File: src/rtl/core/indexed_list_engine_defines.svh
// Assertion macros shared by the indexed list engine RTL.
`ifndef INDEXED_LIST_ENGINE_DEFINES_SVH
`define INDEXED_LIST_ENGINE_DEFINES_SVH

// Same-cycle implication, disabled while reset is high.
`define ILE_ASSERT_IMP(label, ante, cons, msg) \
  label: assert property (@(posedge clk) disable iff (rst) (ante) |-> (cons)) \
    else $error(msg);

// Next-cycle implication, disabled while reset is high.
`define ILE_ASSERT_NXT(label, ante, cons, msg) \
  label: assert property (@(posedge clk) disable iff (rst) (ante) |=> (cons)) \
    else $error(msg);

`endif

File: src/rtl/core/ile_pkg.sv
// Package with command codes, status codes, sequencer states and payload structs.
package ile_pkg;

  typedef enum logic [3:0] {
    CMD_INS_HEAD = 4'd0,
    CMD_INS_TAIL = 4'd1,
    CMD_INS_AT   = 4'd2,
    CMD_RM_HEAD  = 4'd3,
    CMD_RM_TAIL  = 4'd4,
    CMD_RM_AT    = 4'd5,
    CMD_READ     = 4'd6,
    CMD_REPLACE  = 4'd7,
    CMD_SEARCH   = 4'd8,
    CMD_COMPARE  = 4'd9,
    CMD_SWAP     = 4'd10,
    CMD_CLEAR    = 4'd11
  } ile_cmd_t;

  typedef enum logic [1:0] {
    ST_OK    = 2'd0,
    ST_RANGE = 2'd1,
    ST_EMPTY = 2'd2,
    ST_FULL  = 2'd3
  } ile_status_t;

  typedef enum logic [3:0] {
    S_IDLE,
    S_DECODE,
    S_MOVE,
    S_SCAN,
    S_FETCH,
    S_SWAP_A,
    S_SWAP_B,
    S_SWAP_C,
    S_RESP
  } ile_state_t;

  typedef struct packed {
    logic [3:0]         command;
    logic signed [31:0] value;
    logic [4:0]         position;
    logic [4:0]         other_position;
  } ile_req_t;

  typedef struct packed {
    logic [1:0]         status;
    logic signed [31:0] read_value;
    logic               found;
    logic [4:0]         count;
  } ile_rsp_t;

endpackage

File: src/rtl/core/ile_store.sv
// Entry store: one write port, one read port with registered read data.
module ile_store #(
  parameter int DEPTH = 16,
  parameter int WIDTH = 32
) (
  input  logic                     clk,
  input  logic                     wr_en,
  input  logic [$clog2(DEPTH)-1:0] wr_addr,
  input  logic [WIDTH-1:0]         wr_data,
  input  logic [$clog2(DEPTH)-1:0] rd_addr,
  output logic [WIDTH-1:0]         rd_data
);

  logic [WIDTH-1:0] mem [DEPTH];

  // Write the addressed entry and register the read port
  always_ff @(posedge clk) begin
    if (wr_en) begin
      mem[wr_addr] <= wr_data;
    end
    rd_data <= mem[rd_addr];
  end

endmodule

File: src/rtl/core/indexed_list_engine.sv
// Top level of the indexed list engine: command decode, shift/scan sequencer, result stage.
// Usage:
//   Commands arrive on cmd_valid/cmd_ready/cmd_item; one result per command leaves on
//   res_valid/res_ready/res_item with status, read data, found flag and the count.
//   The block takes one command at a time: cmd_ready is high only while the sequencer
//   is idle. Entries live in a single-port-write, single-port-read store, and one read
//   and one write are done per cycle, so the store ports set the cost of each command.
//   Insert and remove shift the entries behind the position one slot through the store;
//   search reads each entry in turn; read and compare fetch one entry; swap reads both
//   entries and writes both unless the indices are equal. Replace, clear, rejected commands,
//   swaps with equal indices and searches of an empty list go from decode to the result state.
//   A new command can be accepted in the cycle after the result is loaded.
//   The result sits in an output register; the next command is accepted while it waits.
//   If the receiver stalls with a result still pending, the next command finishes its
//   work and holds in the result state until the output register frees up.
//   Reset (rst, synchronous) empties the list and drops any pending result; store
//   contents are left as they are and are never read below a zero count.
`include "indexed_list_engine_defines.svh"

module indexed_list_engine #(
  parameter int CAPACITY   = 16,
  parameter int DATA_WIDTH = 32
) (
  input  logic              clk,
  input  logic              rst,
  input  logic              cmd_valid,
  output logic              cmd_ready,
  input  ile_pkg::ile_req_t cmd_item,
  output logic              res_valid,
  input  logic              res_ready,
  output ile_pkg::ile_rsp_t res_item
);

  import ile_pkg::*;

  localparam int IDX_W = $clog2(CAPACITY);
  localparam int CNT_W = $clog2(CAPACITY + 1);
  localparam int PW    = (CNT_W > 5) ? CNT_W : 5;

  ile_state_t            state, state_next;
  logic [CNT_W-1:0]      cnt, cnt_next;
  ile_req_t              cur, cur_next;
  logic [DATA_WIDTH-1:0] vdat, vdat_next;
  logic [IDX_W-1:0]      ptr, ptr_next;
  logic [CNT_W-1:0]      left, left_next;
  logic                  dir_up, dir_up_next;
  logic [IDX_W-1:0]      place, place_next;
  logic                  pipe_vld, pipe_vld_next;
  logic [IDX_W-1:0]      pipe_dst, pipe_dst_next;
  logic [DATA_WIDTH-1:0] tmp, tmp_next;
  ile_status_t           res_status, res_status_next;
  logic [31:0]           res_read, res_read_next;
  logic                  res_found, res_found_next;
  logic                  res_valid_next;
  ile_rsp_t              res_item_next;

  logic                  wr_en;
  logic [IDX_W-1:0]      wr_addr;
  logic [DATA_WIDTH-1:0] wr_data;
  logic [IDX_W-1:0]      rd_addr;
  logic [DATA_WIDTH-1:0] rd_data;
  logic                  eq;
  logic [63:0]           vsx;

  ile_store #(
    .DEPTH (CAPACITY),
    .WIDTH (DATA_WIDTH)
  ) u_store (
    .clk     (clk),
    .wr_en   (wr_en),
    .wr_addr (wr_addr),
    .wr_data (wr_data),
    .rd_addr (rd_addr),
    .rd_data (rd_data)
  );

  // Shared equality unit for search and compare
  assign eq = (rd_data == vdat);

  // Sign-extend the incoming value, then keep the stored width
  assign vsx = {{32{cmd_item.value[31]}}, cmd_item.value};

  // State and control registers
  always_ff @(posedge clk) begin
    if (rst) begin
      state     <= S_IDLE;
      cnt       <= '0;
      pipe_vld  <= 1'b0;
      res_valid <= 1'b0;
    end else begin
      state     <= state_next;
      cnt       <= cnt_next;
      pipe_vld  <= pipe_vld_next;
      res_valid <= res_valid_next;
    end
  end

  // Payload and datapath registers
  always_ff @(posedge clk) begin
    cur        <= cur_next;
    vdat       <= vdat_next;
    ptr        <= ptr_next;
    left       <= left_next;
    dir_up     <= dir_up_next;
    place      <= place_next;
    pipe_dst   <= pipe_dst_next;
    tmp        <= tmp_next;
    res_status <= res_status_next;
    res_read   <= res_read_next;
    res_found  <= res_found_next;
    res_item   <= res_item_next;
  end

  // Sequencer: next state, store ports and datapath updates
  always_comb begin
    logic [PW-1:0]    pos_x;
    logic [PW-1:0]    oth_x;
    logic [PW-1:0]    cnt_x;
    logic [IDX_W-1:0] pos_i;
    logic [IDX_W-1:0] oth_i;
    logic [CNT_W-1:0] at_c;
    logic [63:0]      rd64;

    pos_x = PW'(cur.position);
    oth_x = PW'(cur.other_position);
    cnt_x = PW'(cnt);
    pos_i = IDX_W'(pos_x);
    oth_i = IDX_W'(oth_x);
    at_c  = '0;
    rd64  = 64'(rd_data);

    state_next      = state;
    cnt_next        = cnt;
    cur_next        = cur;
    vdat_next       = vdat;
    ptr_next        = ptr;
    left_next       = left;
    dir_up_next     = dir_up;
    place_next      = place;
    pipe_vld_next   = 1'b0;
    pipe_dst_next   = pipe_dst;
    tmp_next        = tmp;
    res_status_next = res_status;
    res_read_next   = res_read;
    res_found_next  = res_found;
    res_item_next   = res_item;
    res_valid_next  = res_valid && !res_ready;

    wr_en     = 1'b0;
    wr_addr   = pipe_dst;
    wr_data   = rd_data;
    rd_addr   = ptr;
    cmd_ready = (state == S_IDLE);

    case (state)
      S_IDLE: begin
        if (cmd_valid) begin
          cur_next   = cmd_item;
          vdat_next  = vsx[DATA_WIDTH-1:0];
          state_next = S_DECODE;
        end
      end

      S_DECODE: begin
        res_status_next = ST_OK;
        res_read_next   = '0;
        res_found_next  = 1'b0;
        state_next      = S_RESP;
        case (cur.command)
          CMD_INS_HEAD, CMD_INS_TAIL, CMD_INS_AT: begin
            if (cnt == CNT_W'(CAPACITY)) begin
              res_status_next = ST_FULL;
            end else if (cur.command == CMD_INS_AT && pos_x > cnt_x) begin
              res_status_next = ST_RANGE;
            end else begin
              if (cur.command == CMD_INS_HEAD) begin
                at_c = '0;
              end else if (cur.command == CMD_INS_TAIL) begin
                at_c = cnt;
              end else begin
                at_c = CNT_W'(pos_x);
              end
              place_next  = IDX_W'(at_c);
              left_next   = cnt - at_c;
              ptr_next    = IDX_W'(cnt - 1'b1);
              dir_up_next = 1'b1;
              state_next  = S_MOVE;
            end
          end
          CMD_RM_HEAD, CMD_RM_TAIL, CMD_RM_AT: begin
            if (cnt == '0) begin
              res_status_next = ST_EMPTY;
            end else if (cur.command == CMD_RM_AT && pos_x >= cnt_x) begin
              res_status_next = ST_RANGE;
            end else begin
              if (cur.command == CMD_RM_HEAD) begin
                at_c = '0;
              end else if (cur.command == CMD_RM_TAIL) begin
                at_c = cnt - 1'b1;
              end else begin
                at_c = CNT_W'(pos_x);
              end
              left_next   = cnt - 1'b1 - at_c;
              ptr_next    = IDX_W'(at_c + 1'b1);
              dir_up_next = 1'b0;
              state_next  = S_MOVE;
            end
          end
          CMD_READ, CMD_REPLACE, CMD_COMPARE, CMD_SWAP: begin
            if (cnt == '0) begin
              res_status_next = ST_EMPTY;
            end else if (pos_x >= cnt_x ||
                         (cur.command == CMD_SWAP && oth_x >= cnt_x)) begin
              res_status_next = ST_RANGE;
            end else if (cur.command == CMD_REPLACE) begin
              wr_en   = 1'b1;
              wr_addr = pos_i;
              wr_data = vdat;
            end else if (cur.command == CMD_SWAP) begin
              // Equal indices leave the list as it is
              if (pos_i != oth_i) begin
                rd_addr    = pos_i;
                state_next = S_SWAP_A;
              end
            end else begin
              rd_addr    = pos_i;
              state_next = S_FETCH;
            end
          end
          CMD_SEARCH: begin
            if (cnt != '0) begin
              ptr_next   = '0;
              left_next  = cnt;
              state_next = S_SCAN;
            end
          end
          CMD_CLEAR: begin
            cnt_next = '0;
          end
          default: begin
          end
        endcase
      end

      // Shift entries one per cycle: read a source, write it one slot over next cycle
      S_MOVE: begin
        if (left != '0) begin
          rd_addr       = ptr;
          pipe_vld_next = 1'b1;
          pipe_dst_next = dir_up ? ptr + 1'b1 : ptr - 1'b1;
          ptr_next      = dir_up ? ptr - 1'b1 : ptr + 1'b1;
          left_next     = left - 1'b1;
        end
        if (pipe_vld) begin
          wr_en   = 1'b1;
          wr_addr = pipe_dst;
          wr_data = rd_data;
        end else if (left == '0) begin
          if (dir_up) begin
            wr_en    = 1'b1;
            wr_addr  = place;
            wr_data  = vdat;
            cnt_next = cnt + 1'b1;
          end else begin
            cnt_next = cnt - 1'b1;
          end
          state_next = S_RESP;
        end
      end

      // Walk the entries in order, compare each against the value
      S_SCAN: begin
        if (left != '0) begin
          rd_addr       = ptr;
          pipe_vld_next = 1'b1;
          ptr_next      = ptr + 1'b1;
          left_next     = left - 1'b1;
        end
        if (pipe_vld && eq) begin
          res_found_next = 1'b1;
        end
        if (left == '0 && !pipe_vld) begin
          state_next = S_RESP;
        end
      end

      S_FETCH: begin
        if (cur.command == CMD_READ) begin
          res_read_next = rd64[31:0];
        end else begin
          res_found_next = eq;
        end
        state_next = S_RESP;
      end

      // Swap: hold the first entry, copy the second over it, then write the held one
      S_SWAP_A: begin
        rd_addr    = oth_i;
        tmp_next   = rd_data;
        state_next = S_SWAP_B;
      end

      S_SWAP_B: begin
        wr_en      = 1'b1;
        wr_addr    = pos_i;
        wr_data    = rd_data;
        state_next = S_SWAP_C;
      end

      S_SWAP_C: begin
        wr_en      = 1'b1;
        wr_addr    = oth_i;
        wr_data    = tmp;
        state_next = S_RESP;
      end

      // Load the output register once it is free
      S_RESP: begin
        if (!res_valid || res_ready) begin
          res_item_next.status     = res_status;
          res_item_next.read_value = res_read;
          res_item_next.found      = res_found;
          res_item_next.count      = 5'(cnt);
          res_valid_next           = 1'b1;
          state_next               = S_IDLE;
        end
      end

      default: begin
        state_next = S_IDLE;
      end
    endcase
  end

  // Checks on the sequencer
  `ILE_ASSERT_IMP(a_cnt_bound, 1'b1, cnt <= CNT_W'(CAPACITY), "count above capacity")
  `ILE_ASSERT_NXT(a_accept_decode, cmd_valid && cmd_ready, state == S_DECODE, "no decode after accept")
  `ILE_ASSERT_IMP(a_wr_range, wr_en, 32'(wr_addr) < 32'(CAPACITY), "store write out of range")
  `ILE_ASSERT_IMP(a_full_status, state == S_RESP && res_status == ST_FULL, cnt == CNT_W'(CAPACITY), "full status with room left")
  `ILE_ASSERT_IMP(a_pipe_state, pipe_vld, state == S_MOVE || state == S_SCAN, "pending read outside move or scan")

endmodule
File: config.mk
export PLATFORM = sky130hd
export DESIGN_NAME = indexed_list_engine
export DESIGN_NICKNAME = d
export VERILOG_FILES = /design/src/rtl/core/ile_pkg.sv /design/src/rtl/core/ile_store.sv /design/src/rtl/core/indexed_list_engine.sv
export VERILOG_INCLUDE_DIRS = /design/src /design/src/rtl/core
export SDC_FILE = /design/constraint.sdc
export NUM_CORES = 1
export LEC_CHECK = 0
export ABC_CLOCK_PERIOD_IN_PS = 5740
export BUFFER_PORTS_ARGS = -buffer_cell sky130_fd_sc_hd__buf_2
export CAP_MARGIN = 15
export CORE_MARGIN = 4
export CORE_UTILIZATION = 56
export DETAILED_ROUTE_END_ITERATION = 8
export MAX_ROUTING_LAYER = met4
export PLACE_DENSITY = 0.76
export SYNTH_ARGS = -nofsm -noshare
export SYNTH_HDL_FRONTEND = slang
export SYNTH_SLANG_ARGS = --single-unit
File: constraint.sdc
create_clock -name clk -period 5.74 [get_ports clk]
set_clock_uncertainty 0.1 [all_clocks]
set_input_delay 0.287 -clock clk [delete_from_list [all_inputs] [get_ports clk]]
set_output_delay 0.287 -clock clk [all_outputs]
set_load 0.05 [all_outputs]
==> results.md <==
- Horizontal extent of the die: 238 um
- Max Fclk: 206 MHz
- Slew @ Worst Pin: 1.10 ns
- Worst Reg-to-Reg Cells: 10
- Inst Count DP: 2774
- Tightest Hold Check Type: input port to register
- H-tree level count: 3
- Synthesized area per cell: 14.4 um2
- Setup TNS: 0 ns
- Share of the synthesized area in the top cell type: 0.693
- CTS tree: built
- Net count after synthesis: 2137
- Global-route usage over all layers: 0.266
- Count of antenna-violating nets left after detailed routing: 0
- Number of distinct library cells after synthesis: 69
- Data arrival time at the worst-slack endpoint: 5.07 ns
- Worst reg2reg path endpoint: u_store.mem[10][6]
- Total of flip-flops plus latches after synthesis: 726
- Startpoint of the worst hold path: cmd_valid
- Peak supply drop: 220 uV
- Number of antenna violations at the first check in global routing: 0
- Syn Std Cell Area: 0.0296 mm2
- Clock slew seen by the registers of the worst setup and hold paths: 0.06 ns
- Startpoint of the worst-slack reg-to-reg timing path: cnt[2]
- Number of fillers in the final layout: 3516
- Post-layout min period: 4.85 ns
- Pwr per Cell Area: 417 mW/mm2
- Largest fanout on the critical path: 25
- Top cells by area in the synthesized netlist: sky130_fd_sc_hd__edfxtp_1, sky130_fd_sc_hd__nand2_1, sky130_fd_sc_hd__mux2i_1, sky130_fd_sc_hd__dfxtp_1, sky130_fd_sc_hd__and3_1
- List of cells traversed by the critical path: inv_1, ha_1, a21oi_1, o221ai_1, a211o_1, o41ai_1, a221o_1, nand3_1, nor2_4, buf_4
- Worst-case headroom to the max-slew limit: 0.267
- Type of origin of the critical path: register
- Data required, critical path: 5.96 ns
- CP peak stage delay: 0.97 ns
- Via count of the first global-routing pass: 18100
- Starting density of the core: 0.564
- Die Y-Extent: 238 um
- Top flip-flop cell by instance count after synthesis: sky130_fd_sc_hd__edfxtp_1
- Placer Congestion: 0.976
- Cell with the largest stage delay on the worst path: sky130_fd_sc_hd__nor2_4
- Total number of yosys warnings: 0
- Worst Hold Path Cells: 5
- Status: finished clean
- Top Ports: 92
- Number of clock buffers inserted by TritonCTS: 72
- Post-Synthesis Cells: 2061
- Wirelength, routed: 73.6 mm
- Routed wire per std cell: 24.9 um
- Initial DRC Count: 2468
- Post-synth EDFFs: 683
- Detailed-route vias per instance: 6.26
- Maximum number of pins on one net before global-route repair: 129
- Worst-case hold slack: 0.0943 ns
- Unrepaired setup endpoints after global routing: no
- Final setup violating endpoints: 0
- Antenna diode instance count: 0
- Most instantiated library cell after synthesis: sky130_fd_sc_hd__edfxtp_1
- Final global-route overflow total: 0
- Share of synthesized area occupied by flip-flops and latches: 0.722
- Post-CTS setup-driven buffer insertion count: 0
- CP Capture Type: register
- Remaining design rule violation count: 0
- Area overhead of the layout relative to synthesis: 14.4%
- CTS Sinks: 726
- Length of the first detailed-routing pass in iterations: 8
- Fin. Hold Viols: 0
- Die Area: 0.0566 mm2
- Via Count: 18500
- Lkg Pwr: 11.9 nW
- IO Port Bufs: 91
- R2R setup slack: 0.89 ns
- Cell types with the highest counts after synthesis: sky130_fd_sc_hd__edfxtp_1, sky130_fd_sc_hd__nand2_1, sky130_fd_sc_hd__mux2i_1
- Worst Setup Path Type: register to register
- Final Max Tran Viols: 0
- Core outline area: 0.0524 mm2
- Count of standard-cell rows: 84
- Global-route wire length before repair: 111 mm
- Number of non-filler instances in the completed layout: 2955
- Top cell type by total area after synthesis: sky130_fd_sc_hd__edfxtp_1
- Period utilization: 0.844
- Post-DP HPWL: 45.1 mm
- Terminating pin of the worst hold path: state[3]
- Final layout net count: 2285
- Fraction of final layout cells sized beyond drive strength 1: 0.130
- Longest Clk Path Bufs: 3
- Non-Filler Cell Area, Final: 0.0339 mm2
- Root buffer cell: sky130_fd_sc_hd__clkbuf_16
- Clock latency reported for the late side of the worst-skew pair: 0.62 ns
- Maximum Capacitance Violations: 0
- Async set-reset flop share out of synthesis: 0
- Post-placement cell area: 0.0310 mm2
-- worst max path at each step --
stage            from             endpoint  slack [ns]  cells after the start
3_3_place_gp   cnt[2]  u_store.mem[10][15]        1.14                     12
5_1_grt        cnt[2]  u_store.mem[12][14]        0.56                     12
2_1_floorplan  cnt[2]    u_store.mem[5][0]        1.23                     12
4_1_cts        cnt[2]  u_store.mem[10][16]        0.97                     10
3_5_place_dp   cnt[2]   u_store.mem[10][3]        0.95                     10
6_report       cnt[2]   u_store.mem[10][6]        0.89                     10
-- cells by family after synthesis --
group | after synthesis | synth area share
AND/OR/NAND/NOR | 653 | 0.101
AO/OA/AOI/OAI | 285 | 0.0749
multiplexers | 133 | 0.0463
adder cells (fa/ha/maj) | 26 | 0.0115
XOR/XNOR | 57 | 0.0169
buffers and inverters | 181 | 0.0273
flip-flops | 726 | 0.722
-- flip-flops by register name, summed over array words and instances, names as in the netlist, 5 cells and up --
signal           count
res_item            40
left                 5
tmp                 32
u_store.rd_data     32
cur                 14
cnt                  5
vdat                32
u_store.mem        512
res_read            32
-- layer usage --
metal | up-vias | wire, um | track usage
met2 | 1076 | 34100 | 0.400
li1 | 8115 | - | -
met1 | 9172 | 30000 | 0.378
met5 | - | 0 | -
met4 | 0 | 1740 | 0.0768
met3 | 124 | 7750 | 0.0484
-- cell type report --
type | instances | area [um2] | area share
Clock inverter | 36 | 379 | 0.0112
Inverter | 63 | 236 | 0.00698
Clock buffer | 96 | 1940 | 0.0574
Multi-Input combinational cell | 1154 | 7610 | 0.225
Sequential cell | 726 | 21400 | 0.631
Timing Repair Buffer | 192 | 1470 | 0.0434
Tap cell | 688 | 861 | 0.0254
-- cell usage in the layout (no fill, tap or decap), types with 11 or more instances in the layout --
cell type                       count
sky130_fd_sc_hd__buf_2             91
sky130_fd_sc_hd__nand2_1          342
sky130_fd_sc_hd__buf_12            11
sky130_fd_sc_hd__edfxtp_1         683
sky130_fd_sc_hd__nor3_1            15
sky130_fd_sc_hd__clkinv_1          13
sky130_fd_sc_hd__o32ai_1           33
sky130_fd_sc_hd__nor2_4            19
sky130_fd_sc_hd__buf_4             42
sky130_fd_sc_hd__xnor2_1           16
sky130_fd_sc_hd__a311o_1           32
sky130_fd_sc_hd__clkinv_2          11
sky130_fd_sc_hd__and3_1            65
sky130_fd_sc_hd__mux2_1            16
sky130_fd_sc_hd__a21oi_1           68
sky130_fd_sc_hd__and2_1            36
sky130_fd_sc_hd__mux2i_1          101
sky130_fd_sc_hd__dlygate4sd3_1     48
sky130_fd_sc_hd__clkbuf_1          20
sky130_fd_sc_hd__nand3_1           75
sky130_fd_sc_hd__inv_1             63
sky130_fd_sc_hd__clkbuf_16         73
sky130_fd_sc_hd__a222oi_1          32
sky130_fd_sc_hd__nor2_1            41
sky130_fd_sc_hd__mux2_2            16
sky130_fd_sc_hd__o21ai_0           18
sky130_fd_sc_hd__a221oi_1          36
sky130_fd_sc_hd__dfxtp_1           43
sky130_fd_sc_hd__ha_1              24
sky130_fd_sc_hd__xor2_1            41
-- metrics by stage --
stage | power, W | setup WS (ns) | utilization
6_report | 0.0141 | 0.893 | 0.646
4_1_cts | 0.0141 | 0.972 | 0.645
2_1_floorplan | 0.00846 | 1.23 | -
5_1_grt | 0.0146 | 0.563 | 0.646
3_3_place_gp | 0.00939 | 1.14 | 0.592
3_5_place_dp | 0.00948 | 0.952 | 0.592
-- report_power, final --
part           switching (W)  internal, W  leakage [nW]
logic                0.00179     0.000753          4.18
registers           0.000338      0.00661          6.58
clock network        0.00196      0.00267          1.14
-- critical path, delay by kind of cell, from the launching register on --
| kind | cells | cell delay, ns |
|---|---|---|
| compound gates | 5 | 1.80 |
| simple gates | 2 | 1.32 |
| flops | 1 | 0.55 |
| buf+inv | 2 | 0.47 |
| fa+ha+maj | 1 | 0.34 |
-- what timing repair did --
action / 4_1_cts / 5_1_grt
resized for setup: 0 / 0
hold endpoints to repair: 57 / 0
hold buffers: 48 / 0
(Power assumes the default switching activity.)
